### config.mk
export PLATFORM = sky130hd
export DESIGN_NAME = gpio_pins_with_irq_queue
export DESIGN_NICKNAME = d
export VERILOG_FILES = /design/src/sv/gpio_irq_pkg.sv /design/src/sv/gpio_pins_with_irq_queue.sv
export SDC_FILE = /design/constraint.sdc
export NUM_CORES = 1
export LEC_CHECK = 0
export ABC_AREA = 1
export BUFFER_PORTS_ARGS = -buffer_cell sky130_fd_sc_hd__clkbuf_2
export CORE_MARGIN = 8
export CORE_UTILIZATION = 55
export CTS_CLUSTER_SIZE = 14
export DETAILED_ROUTE_END_ITERATION = 8
export PLACE_DENSITY = 0.81
export SYNTH_ARGS = -nofsm -noshare
export SYNTH_HDL_FRONTEND = slang
export SYNTH_SLANG_ARGS = --single-unit
### constraint.sdc
create_clock -name i_clk -period 4.04 [get_ports i_clk]
set_input_delay 0.606 -clock i_clk [delete_from_list [all_inputs] [get_ports i_clk]]
set_output_delay 0.606 -clock i_clk [all_outputs]
set_load 0.02 [all_outputs]
### src/sv/gpio_irq_pkg.sv
// ----------------------------------------------------------------------------
// GPIO bank with interrupt queue - shared definitions
// Access codes, pin modes, trigger codes, status codes, register map and
// default sizes for the pin bank.
// ----------------------------------------------------------------------------
package gpio_irq_pkg;

    // Default sizes
    localparam int PIN_COUNT_DEF   = 64;
    localparam int QUEUE_DEPTH_DEF = 16;

    // Field widths
    localparam int PIN_W    = 6;
    localparam int OP_W     = 3;
    localparam int VAL_W    = 16;
    localparam int MODE_W   = 2;
    localparam int LVL_W    = 8;
    localparam int ST_W     = 3;
    localparam int TRIG_W   = 3;
    localparam int QCNT_W   = 5;
    localparam int APB_AW   = 5;
    localparam int APB_DW   = 32;
    localparam int REG_IW   = 3;

    // Access codes
    localparam logic [OP_W-1:0] OP_SET_MODE = 3'd0;
    localparam logic [OP_W-1:0] OP_WRITE    = 3'd1;
    localparam logic [OP_W-1:0] OP_READ     = 3'd2;
    localparam logic [OP_W-1:0] OP_ANALOG   = 3'd3;
    localparam logic [OP_W-1:0] OP_TOGGLE   = 3'd4;
    localparam logic [OP_W-1:0] OP_POP      = 3'd5;

    // Pin modes
    localparam logic [MODE_W-1:0] MODE_IDLE   = 2'd0;
    localparam logic [MODE_W-1:0] MODE_INPUT  = 2'd1;
    localparam logic [MODE_W-1:0] MODE_OUTPUT = 2'd2;
    localparam logic [MODE_W-1:0] MODE_PULLUP = 2'd3;

    // Interrupt trigger codes
    localparam logic [TRIG_W-1:0] TRIG_NONE    = 3'd0;
    localparam logic [TRIG_W-1:0] TRIG_LOW     = 3'd1;
    localparam logic [TRIG_W-1:0] TRIG_CHANGE  = 3'd2;
    localparam logic [TRIG_W-1:0] TRIG_RISING  = 3'd3;
    localparam logic [TRIG_W-1:0] TRIG_FALLING = 3'd4;

    // Status codes
    localparam logic [ST_W-1:0] ST_OK         = 3'd0;
    localparam logic [ST_W-1:0] ST_BAD_PIN    = 3'd1;
    localparam logic [ST_W-1:0] ST_WRONG_MODE = 3'd2;
    localparam logic [ST_W-1:0] ST_BAD_VALUE  = 3'd3;
    localparam logic [ST_W-1:0] ST_EMPTY      = 3'd4;

    // Register map (word index)
    localparam logic [REG_IW-1:0] REG_LOWEST  = 3'd0;
    localparam logic [REG_IW-1:0] REG_HIGHEST = 3'd1;
    localparam logic [REG_IW-1:0] REG_IRQ0PIN = 3'd2;
    localparam logic [REG_IW-1:0] REG_IRQ1PIN = 3'd3;
    localparam logic [REG_IW-1:0] REG_IRQ0MD  = 3'd4;
    localparam logic [REG_IW-1:0] REG_IRQ1MD  = 3'd5;

    // Register reset values
    localparam logic [PIN_W-1:0]  RST_LOWEST  = 6'd0;
    localparam logic [PIN_W-1:0]  RST_HIGHEST = 6'd10;
    localparam logic [PIN_W-1:0]  RST_IRQ0PIN = 6'd2;
    localparam logic [PIN_W-1:0]  RST_IRQ1PIN = 6'd3;

    // Stored pin state: mode and level
    typedef struct packed {
        logic [MODE_W-1:0] mode;
        logic [LVL_W-1:0]  level;
    } t_pin_state;

endpackage

### src/sv/gpio_pins_with_irq_queue.sv
// An access is registered in stage 1 and answered from the result register;
// o_done is high for one cycle per access.
// Throughput: one access per cycle, set by the single read-modify-write of
// the pin memory; busy stays low and the receiver cannot stall.
// Reset (synchronous, active low) clears registers, pin valid bits and queue.
// ----------------------------------------------------------------------------
// GPIO pin bank with edge/level interrupt queue
// Stage 1 registers the access and the pin state read from memory (bypassed
// from the write of the access before). Stage 2 decides the access, writes
// pin state back, pushes or pops the interrupt queue and registers the word.
// ----------------------------------------------------------------------------
module gpio_pins_with_irq_queue #(
    parameter int PIN_COUNT   = gpio_irq_pkg::PIN_COUNT_DEF,
    parameter int QUEUE_DEPTH = gpio_irq_pkg::QUEUE_DEPTH_DEF
) (
    input  logic                                  i_clk,
    input  logic                                  i_rst_n,
    // access channel
    input  logic                                  start,
    output logic                                  busy,
    input  logic [gpio_irq_pkg::OP_W-1:0]         i_op,
    input  logic [gpio_irq_pkg::PIN_W-1:0]        i_pin_index,
    input  logic signed [gpio_irq_pkg::VAL_W-1:0] i_write_value,
    input  logic [gpio_irq_pkg::MODE_W-1:0]       i_new_mode,
    // result channel
    output logic                                  o_done,
    output logic [gpio_irq_pkg::LVL_W-1:0]        o_read_value,
    output logic [gpio_irq_pkg::ST_W-1:0]         o_status,
    output logic [gpio_irq_pkg::PIN_W-1:0]        o_irq_pin_out,
    output logic                                  o_irq_valid,
    output logic                                  o_queue_full,
    output logic [gpio_irq_pkg::QCNT_W-1:0]       o_queue_count,
    // configuration port
    input  logic                                  psel,
    input  logic                                  penable,
    input  logic                                  pwrite,
    input  logic [gpio_irq_pkg::APB_AW-1:0]       paddr,
    input  logic [gpio_irq_pkg::APB_DW-1:0]       pwdata,
    output logic [gpio_irq_pkg::APB_DW-1:0]       prdata,
    output logic                                  pready
);
    import gpio_irq_pkg::*;

    localparam int PAW = (PIN_COUNT > 1) ? $clog2(PIN_COUNT) : 1;
    localparam int QAW = $clog2(QUEUE_DEPTH);
    localparam int QCW = $clog2(QUEUE_DEPTH + 1);
    localparam logic [PIN_W:0]   PIN_LIMIT = (PIN_W + 1)'(PIN_COUNT);
    localparam logic [QCW-1:0]   Q_FULL    = QCW'(QUEUE_DEPTH);
    localparam logic [QAW-1:0]   Q_LAST    = QAW'(QUEUE_DEPTH - 1);

    // ------------------------------------------------------------------
    // Configuration registers
    // ------------------------------------------------------------------
    logic [PIN_W-1:0]  r_lowest, r_highest, r_irq0_pin, r_irq1_pin;
    logic [TRIG_W-1:0] r_irq0_mode, r_irq1_mode;
    logic              cfg_wr;
    logic [REG_IW-1:0] cfg_idx;

    assign pready  = 1'b1;
    assign busy    = 1'b0;
    assign cfg_wr  = psel && penable && pwrite && pready;
    assign cfg_idx = paddr[APB_AW-1:2];

    // Write a register on the access phase
    always_ff @(posedge i_clk) begin
        if (!i_rst_n) begin
            r_lowest    <= RST_LOWEST;
            r_highest   <= RST_HIGHEST;
            r_irq0_pin  <= RST_IRQ0PIN;
            r_irq1_pin  <= RST_IRQ1PIN;
            r_irq0_mode <= TRIG_NONE;
            r_irq1_mode <= TRIG_NONE;
        end else if (cfg_wr) begin
            case (cfg_idx)
                REG_LOWEST:  r_lowest    <= pwdata[PIN_W-1:0];
                REG_HIGHEST: r_highest   <= pwdata[PIN_W-1:0];
                REG_IRQ0PIN: r_irq0_pin  <= pwdata[PIN_W-1:0];
                REG_IRQ1PIN: r_irq1_pin  <= pwdata[PIN_W-1:0];
                REG_IRQ0MD:  r_irq0_mode <= pwdata[TRIG_W-1:0];
                REG_IRQ1MD:  r_irq1_mode <= pwdata[TRIG_W-1:0];
                default: begin
                end
            endcase
        end
    end

    // Return the addressed register
    always_comb begin
        prdata = '0;
        case (cfg_idx)
            REG_LOWEST:  prdata = APB_DW'(r_lowest);
            REG_HIGHEST: prdata = APB_DW'(r_highest);
            REG_IRQ0PIN: prdata = APB_DW'(r_irq0_pin);
            REG_IRQ1PIN: prdata = APB_DW'(r_irq1_pin);
            REG_IRQ0MD:  prdata = APB_DW'(r_irq0_mode);
            REG_IRQ1MD:  prdata = APB_DW'(r_irq1_mode);
            default:     prdata = '0;
        endcase
    end

    // ------------------------------------------------------------------
    // Stage 1: access register and pin state read
    // ------------------------------------------------------------------
    t_pin_state                r_pin_mem [PIN_COUNT];
    logic [PIN_COUNT-1:0]      r_pin_vld;
    logic                      r_s1_vld;
    logic [OP_W-1:0]           r_op;
    logic [PIN_W-1:0]          r_pin;
    logic signed [VAL_W-1:0]   r_wval;
    logic [MODE_W-1:0]         r_nmode;
    t_pin_state                r_cur;

    // stage 2 write-back, driven below
    logic                      pin_wr;
    t_pin_state                pin_wr_data;
    logic [PAW-1:0]            rd_addr;
    logic [PAW-1:0]            wr_addr;
    logic                      rd_in_range;

    assign rd_addr     = i_pin_index[PAW-1:0];
    assign wr_addr     = r_pin[PAW-1:0];
    assign rd_in_range = {1'b0, i_pin_index} < PIN_LIMIT;

    // Track which pins hold written state; others read as reset state
    always_ff @(posedge i_clk) begin
        if (!i_rst_n) begin
            r_pin_vld <= '0;
            r_s1_vld  <= 1'b0;
        end else begin
            r_s1_vld <= start && !busy;
            if (pin_wr) begin
                r_pin_vld[wr_addr] <= 1'b1;
            end
        end
    end

    // Write back pin state, read the next pin with bypass from the write
    always_ff @(posedge i_clk) begin
        if (pin_wr) begin
            r_pin_mem[wr_addr] <= pin_wr_data;
        end
        if (pin_wr && (r_pin == i_pin_index)) begin
            r_cur <= pin_wr_data;
        end else if (rd_in_range && r_pin_vld[rd_addr]) begin
            r_cur <= r_pin_mem[rd_addr];
        end else begin
            r_cur <= '0;
        end
        r_op    <= i_op;
        r_pin   <= i_pin_index;
        r_wval  <= i_write_value;
        r_nmode <= i_new_mode;
    end

    // ------------------------------------------------------------------
    // Interrupt queue storage and pointers
    // ------------------------------------------------------------------
    logic [PIN_W-1:0] r_fifo [QUEUE_DEPTH];
    logic [PIN_W-1:0] r_fifo_rd;
    logic [QAW-1:0]   r_head, r_tail, n_head, n_tail;
    logic [QCW-1:0]   r_count, n_count;
    logic             push, pop;

    // Push at the tail, prefetch the entry at the next head
    always_ff @(posedge i_clk) begin
        if (push) begin
            r_fifo[r_tail] <= r_pin;
        end
        if (push && (r_tail == n_head)) begin
            r_fifo_rd <= r_pin;
        end else begin
            r_fifo_rd <= r_fifo[n_head];
        end
    end

    always_ff @(posedge i_clk) begin
        if (!i_rst_n) begin
            r_head  <= '0;
            r_tail  <= '0;
            r_count <= '0;
        end else begin
            r_head  <= n_head;
            r_tail  <= n_tail;
            r_count <= n_count;
        end
    end

    // ------------------------------------------------------------------
    // Stage 2: decide the access
    // ------------------------------------------------------------------
    logic              pin_ok;
    logic              lvl_chg;
    logic              chg_bit;
    logic              changed;
    logic              hit;
    logic [TRIG_W-1:0] trig;
    logic              watched;
    logic [ST_W-1:0]   n_status;
    logic [LVL_W-1:0]  n_rdval;
    logic              n_irqv;
    logic [LVL_W-1:0]  clamp;

    assign pin_ok = ({1'b0, r_pin} < PIN_LIMIT) && (r_pin >= r_lowest)
                    && (r_pin <= r_highest);

    // Clamp an analog value to 0..255
    always_comb begin
        if (r_wval[VAL_W-1]) begin
            clamp = '0;
        end else if (r_wval[VAL_W-2:LVL_W] != '0) begin
            clamp = '1;
        end else begin
            clamp = r_wval[LVL_W-1:0];
        end
    end

    // Access decode and pin write-back
    always_comb begin
        n_status    = ST_OK;
        n_rdval     = '0;
        n_irqv      = 1'b0;
        pin_wr      = 1'b0;
        pin_wr_data = r_cur;
        lvl_chg     = 1'b0;
        chg_bit     = 1'b0;
        pop         = 1'b0;
        if (r_s1_vld) begin
            if ((r_op inside {OP_SET_MODE, OP_WRITE, OP_READ, OP_ANALOG, OP_TOGGLE})
                && !pin_ok) begin
                n_status = ST_BAD_PIN;
            end else begin
                case (r_op)
                    OP_SET_MODE: begin
                        pin_wr           = 1'b1;
                        pin_wr_data.mode = r_nmode;
                        if (r_nmode == MODE_PULLUP) begin
                            pin_wr_data.level = LVL_W'(r_cur.level == '0);
                        end
                    end
                    OP_WRITE: begin
                        if (r_cur.mode != MODE_OUTPUT) begin
                            n_status = ST_WRONG_MODE;
                        end else if (r_wval[VAL_W-1:1] != '0) begin
                            n_status = ST_BAD_VALUE;
                        end else begin
                            lvl_chg = 1'b1;
                            chg_bit = r_wval[0];
                        end
                    end
                    OP_READ: begin
                        if (r_cur.mode inside {MODE_INPUT, MODE_PULLUP}) begin
                            n_rdval = r_cur.level;
                        end else begin
                            n_status = ST_WRONG_MODE;
                        end
                    end
                    OP_ANALOG: begin
                        if (r_cur.mode != MODE_OUTPUT) begin
                            n_status = ST_WRONG_MODE;
                        end else begin
                            pin_wr            = 1'b1;
                            pin_wr_data.level = clamp;
                        end
                    end
                    OP_TOGGLE: begin
                        lvl_chg = 1'b1;
                        chg_bit = (r_cur.level == '0);
                    end
                    OP_POP: begin
                        if (r_count == '0) begin
                            n_status = ST_EMPTY;
                        end else begin
                            pop    = 1'b1;
                            n_irqv = 1'b1;
                        end
                    end
                    default: begin
                    end
                endcase
            end
            // Digital level change
            if (lvl_chg) begin
                pin_wr            = 1'b1;
                pin_wr_data.level = LVL_W'(chg_bit);
            end
        end
    end

    // Select the watching channel, channel zero first
    always_comb begin
        watched = 1'b1;
        trig    = TRIG_NONE;
        if (r_pin == r_irq0_pin) begin
            trig = r_irq0_mode;
        end else if (r_pin == r_irq1_pin) begin
            trig = r_irq1_mode;
        end else begin
            watched = 1'b0;
        end
    end

    assign changed = r_cur.level != LVL_W'(chg_bit);

    // Match the change against the trigger
    always_comb begin
        case (trig)
            TRIG_LOW:     hit = !chg_bit;
            TRIG_CHANGE:  hit = changed;
            TRIG_RISING:  hit = changed && chg_bit;
            TRIG_FALLING: hit = changed && !chg_bit;
            default:      hit = 1'b0;
        endcase
    end

    assign push = lvl_chg && watched && hit && (r_count != Q_FULL);

    // Advance queue pointers and count
    always_comb begin
        n_head  = r_head;
        n_tail  = r_tail;
        n_count = r_count;
        if (pop) begin
            n_head  = (r_head == Q_LAST) ? '0 : r_head + 1'b1;
            n_count = r_count - 1'b1;
        end
        if (push) begin
            n_tail  = (r_tail == Q_LAST) ? '0 : r_tail + 1'b1;
            n_count = r_count + 1'b1;
        end
    end

    // ------------------------------------------------------------------
    // Result register
    // ------------------------------------------------------------------
    logic                  r_done;
    logic [LVL_W-1:0]      r_read_value;
    logic [ST_W-1:0]       r_status;
    logic [PIN_W-1:0]      r_irq_pin;
    logic                  r_irq_valid;
    logic                  r_queue_full;
    logic [QCW-1:0]        r_queue_count;
    logic [QCW+QCNT_W-1:0] count_ext;

    always_ff @(posedge i_clk) begin
        if (!i_rst_n) begin
            r_done <= 1'b0;
        end else begin
            r_done <= r_s1_vld;
        end
    end

    always_ff @(posedge i_clk) begin
        r_read_value  <= n_rdval;
        r_status      <= n_status;
        r_irq_pin     <= n_irqv ? r_fifo_rd : '0;
        r_irq_valid   <= n_irqv;
        r_queue_full  <= (n_count == Q_FULL);
        r_queue_count <= n_count;
    end

    assign count_ext     = {{QCNT_W{1'b0}}, r_queue_count};
    assign o_done        = r_done;
    assign o_read_value  = r_read_value;
    assign o_status      = r_status;
    assign o_irq_pin_out = r_irq_pin;
    assign o_irq_valid   = r_irq_valid;
    assign o_queue_full  = r_queue_full;
    assign o_queue_count = count_ext[QCNT_W-1:0];

`ifndef SYNTHESIS
    // Queue never holds more than its depth
    a_count_bound: assert property (@(posedge i_clk) disable iff (!i_rst_n)
        r_count <= Q_FULL)
        else $error("interrupt queue count above depth");

    // Each rising o_done follows an accepted access via the stage 1 and result registers
    a_done_follows: assert property (@(posedge i_clk) disable iff (!i_rst_n)
        $rose(r_done) |-> $past(start && !busy, 2))
        else $error("result without accepted access");

    // A popped entry always reports ok
    a_pop_ok: assert property (@(posedge i_clk) disable iff (!i_rst_n)
        (o_done && o_irq_valid) |-> (o_status == ST_OK))
        else $error("popped entry with error status");

    // Never pop and push in one access
    a_no_push_pop: assert property (@(posedge i_clk) disable iff (!i_rst_n)
        !(push && pop))
        else $error("push and pop in one access");

    // Count moves by at most one per cycle
    a_count_step: assert property (@(posedge i_clk) disable iff (!i_rst_n)
        (r_count != $past(r_count)) |->
        ((r_count == $past(r_count) + 1'b1) || (r_count == $past(r_count) - 1'b1)))
        else $error("queue count jumped");
`endif

endmodule

==> metrics.md <==
| Metric | Value |
|---|---|
| Final setup TNS | `0 ns` |
| ANT cells | `0` |
| CTS H-tree depth | `3` |
| Dpl hpwl | `56.8 mm` |
| CTS resizes | `0` |
| Gr ovfl total | `0` |
| Synth Register Bits | `910` |
| Max stage delay cell, worst path | `a21oi_4` |
| Clock tree buffer depth | `3` |
| Vias/cell | `6.30` |
| Dpl ws | `0.510 ns` |
| Maximum vdd ir drop | `0.293 mV` |
| Worst hold slack | `0.0726 ns` |
| Worst EP required | `4.32 ns` |
| First-pass GRT wire length | `145 mm` |
| CP Depth | `15` |
| Initial antenna violation count | `0` |
| Power Dens Cells | `476 nW/um2` |
| Post-synth ARST share | `0%` |
| Storage element area | `25600 um2` |
| R2R cell count | `15` |
| Worst Slack Setup Final | `0.446 ns` |
| Cts bufs inserted | `86` |
| Kind of cell adding the most delay to the critical path | `simple AND/OR/NAND/NOR gates` |
| WP data arrival | `3.87 ns` |
| PortBufs | `72` |
| Detailed-route DRC error count | `0` |
| Share of cells above drive strength 1 | `11.2%` |
| Die ar. | `75300 um2` |
| Sequential area share after synthesis | `69.6%` |
| Routed WL | `95.9 mm` |
| Min Tclk post-route | `3.59 ns` |
| Area growth, synth to finish | `12.1%` |
| Die W | `274 um` |
| Nets@finish | `3305` |
| Die extent in y | `274 um` |
| Synth Warn # | `0` |
| Gpl congestion | `0.960` |
| Clock latency on the worst-skew pair | `0.66 ns` |
| Site Rows | `94` |
| WL per Instance | `23.1 um` |
| Skew final | `0.0301 ns` |
| Top FF cell, synth | `edfxtp_1` |
| Crit-path cells | `inv_2 -> ha_1 -> nand2_1 -> nor2_1 -> nand2_1 -> nand3_1 -> nand2_1 -> nand2_2 -> o21a_1 -> nand2_1 -> a21oi_4 -> inv_2 -> nor2_2 -> nand2_1 -> inv_1` |
| Number of buffers and inverters on the critical path | `3` |
| Via count | `26178` |
| Setup CP Type | `register to register` |
| CTS clock-pin slew for the worst setup and hold paths | `0.06 ns` |
| DR pass1 iterations | `6` |
| Clock tree sinks | `910` |
| Hold Path Class | `input pin to register` |
| Crit path largest cell delay | `0.42 ns` |
| Cts hold-fix bufs | `0` |
| Worst-Margin Slew | `1.26 ns` |
| Post-synth EDFFs | `736` |
| Worst hold path stage count | `1` |
| Fillers | `4705` |
| Vias in the first global route | `25228` |
| Number of distinct library cells after synthesis | `50` |
| DRT antenna net count | `0` |
| Initial Utilization | `55.7%` |
| Fin area | `41200 um2` |
| Netlist Area Pre-Place | `36700 um2` |
| Final hold viol count | `0` |
| Setup crit start kind | `register` |
| Core Area | `66000 um2` |
| Slew headroom | `16.0%` |
| Total power | `19.6 mW` |
| Total GRT Usage | `24.9%` |
| Tcrit/Tclk final | `89.0%` |
| Placement Cell Area | `38400 um2` |
| Most frequent CP cell | `nand2_1` |
| Maxcap violations | `0` |
| Status | `finished, final reports clean` |
| Mean post-synth cell area | `11.7 um2` |
| Final setup violation count | `0` |
| Largest net degree at the start of global routing | `102` |
| CP endpoint kind | `register` |
| Initial DRC count | `4016` |
| Multi-input gate area | `9780 um2` |
| Post-CTS Setup Bufs | `0` |
| Leak pwr | `14.3 nW` |
| I/O pin count | `129` |
| Max Fanout on Critical Path | `11` |
| CTS root buf | `clkbuf_16` |
| Achievable Freq | `0.278 GHz` |
| RSZ-0062 raised after global routing | `no` |
| Syn Inst Count | `3141` |
| CTS tree | `built` |
| Final Max Slew Viols | `0` |
-- cells by family (layout without fill, tap and decap cells) --
family                   count (synthesis)  in the layout  share of synthesized area [%]
multiplexers                             1              1                         0.0307
buffers and inverters                  371            494                           4.27
AO/OA/AOI/OAI                          846            846                           14.0
other                                    2             28                         0.0204
flip-flops                             910            910                           69.6
adder cells (fa/ha/maj)                 19             19                          0.647
AND/OR/NAND/NOR                        985            985                           11.2
XOR/XNOR                                 7              7                          0.167
-- power breakdown --
part           switching, mW  internal (mW)  total (mW)
combinational           1.01          0.314        1.32
clock                   3.40           4.58        7.97
sequential            0.0217           10.3        10.3
total                   4.43           15.2        19.6
-- Yosys cell counts, types with 6 or more instances --
| master | instances | area share, % |
|---|---|---|
| buf_1 | 9 | 0.092 |
| buf_4 | 35 | 0.72 |
| o22ai_1 | 65 | 1.1 |
| buf_2 | 34 | 0.46 |
| nor2_1 | 563 | 5.8 |
| o21ai_0 | 475 | 6.5 |
| nor3_1 | 23 | 0.31 |
| o21a_1 | 60 | 1.2 |
| nor2_2 | 7 | 0.12 |
| nand3_1 | 128 | 1.7 |
| o211ai_1 | 13 | 0.27 |
| o221ai_1 | 144 | 3.4 |
| a31oi_1 | 10 | 0.17 |
| dfxtp_1 | 174 | 9.5 |
| inv_1 | 137 | 1.4 |
| nand2_1 | 222 | 2.3 |
| xor2_1 | 6 | 0.14 |
| o21ai_1 | 7 | 0.095 |
| clkbuf_1 | 138 | 1.4 |
| nand2_2 | 10 | 0.17 |
| a21oi_1 | 51 | 0.69 |
| inv_2 | 14 | 0.14 |
| ha_1 | 19 | 0.65 |
| edfxtp_1 | 736 | 60 |
| nand4_1 | 11 | 0.19 |
-- cells in the final DEF, fill, tap and decap left out, types with 9 or more instances in the layout --
cell and count:
edfxtp_1 736, nor2_1 563, o21ai_0 468, nand2_1 222, dfxtp_1 174, o221ai_1 144, inv_1 136, nand3_1 128
buf_4 93, clkbuf_16 90, clkbuf_2 68, o22ai_1 65, o21a_1 60, a21oi_1 50, conb_1 28, clkbuf_1 25
nor3_1 23, ha_1 19, clkinv_2 17, buf_12 15, inv_2 14, clkinv_1 14, o211ai_1 13, nand4_1 11
nand2_2 10, a31oi_1 9, clkbuf_8 9
-- path summary, 6_finish.rpt --
kind | slack, ns | from | end
worst max-delay path | 0.45 | r_pin[0] | r_pin_mem[55][9]
worst min register to register | 0.46 | r_pin_vld[8] | r_pin_vld[8]
worst min-delay path | 0.07 | i_write_value[1] | r_wval[1]
worst max register to register | 0.45 | r_pin[0] | r_pin_mem[55][9]
-- cell type report --
class | count | area share (%)
Inverter | 155 | 1.44
Multi-Input combinational cell | 1886 | 23.8
Clock buffer | 124 | 6.00
Timing Repair Buffer | 177 | 3.29
Tap cell | 864 | 2.62
Clock inverter | 38 | 0.790
Sequential cell | 910 | 62.1
-- metrics by stage --
step	utilization [%]	cells
floorplan	-	3167
global placement	58.2	3992
detailed placement	58.2	3992
CTS	62.4	4154
global route	62.4	4154
finish	62.4	4154
-- registers in the layout, indices dropped and copies added (netlist names), 3 cells and up, named ones only --
name	count
r_lowest	6
o_read_value	8
o_status	3
r_op	3
o_queue_count	5
r_pin_mem	640
r_irq1_pin	6
r_cur	10
r_wval	16
r_count	5
r_head	4
r_pin_vld	64
r_irq0_pin	6
r_irq1_mode	3
r_fifo	96
r_tail	4
r_pin	6
r_highest	6
r_irq0_mode	3
o_irq_pin_out	6
-- layer usage --
metal  global-route usage, %  wire length [um]  part of all wire (%)
met2                    39.8             45300                    47
met3                    4.62             10900                    11
met5                       0                 0                     0
met4                    12.1              4260                   4.4
met1                    32.8             35400                    37
No activity file was read; power rests on OpenSTA's default activity.
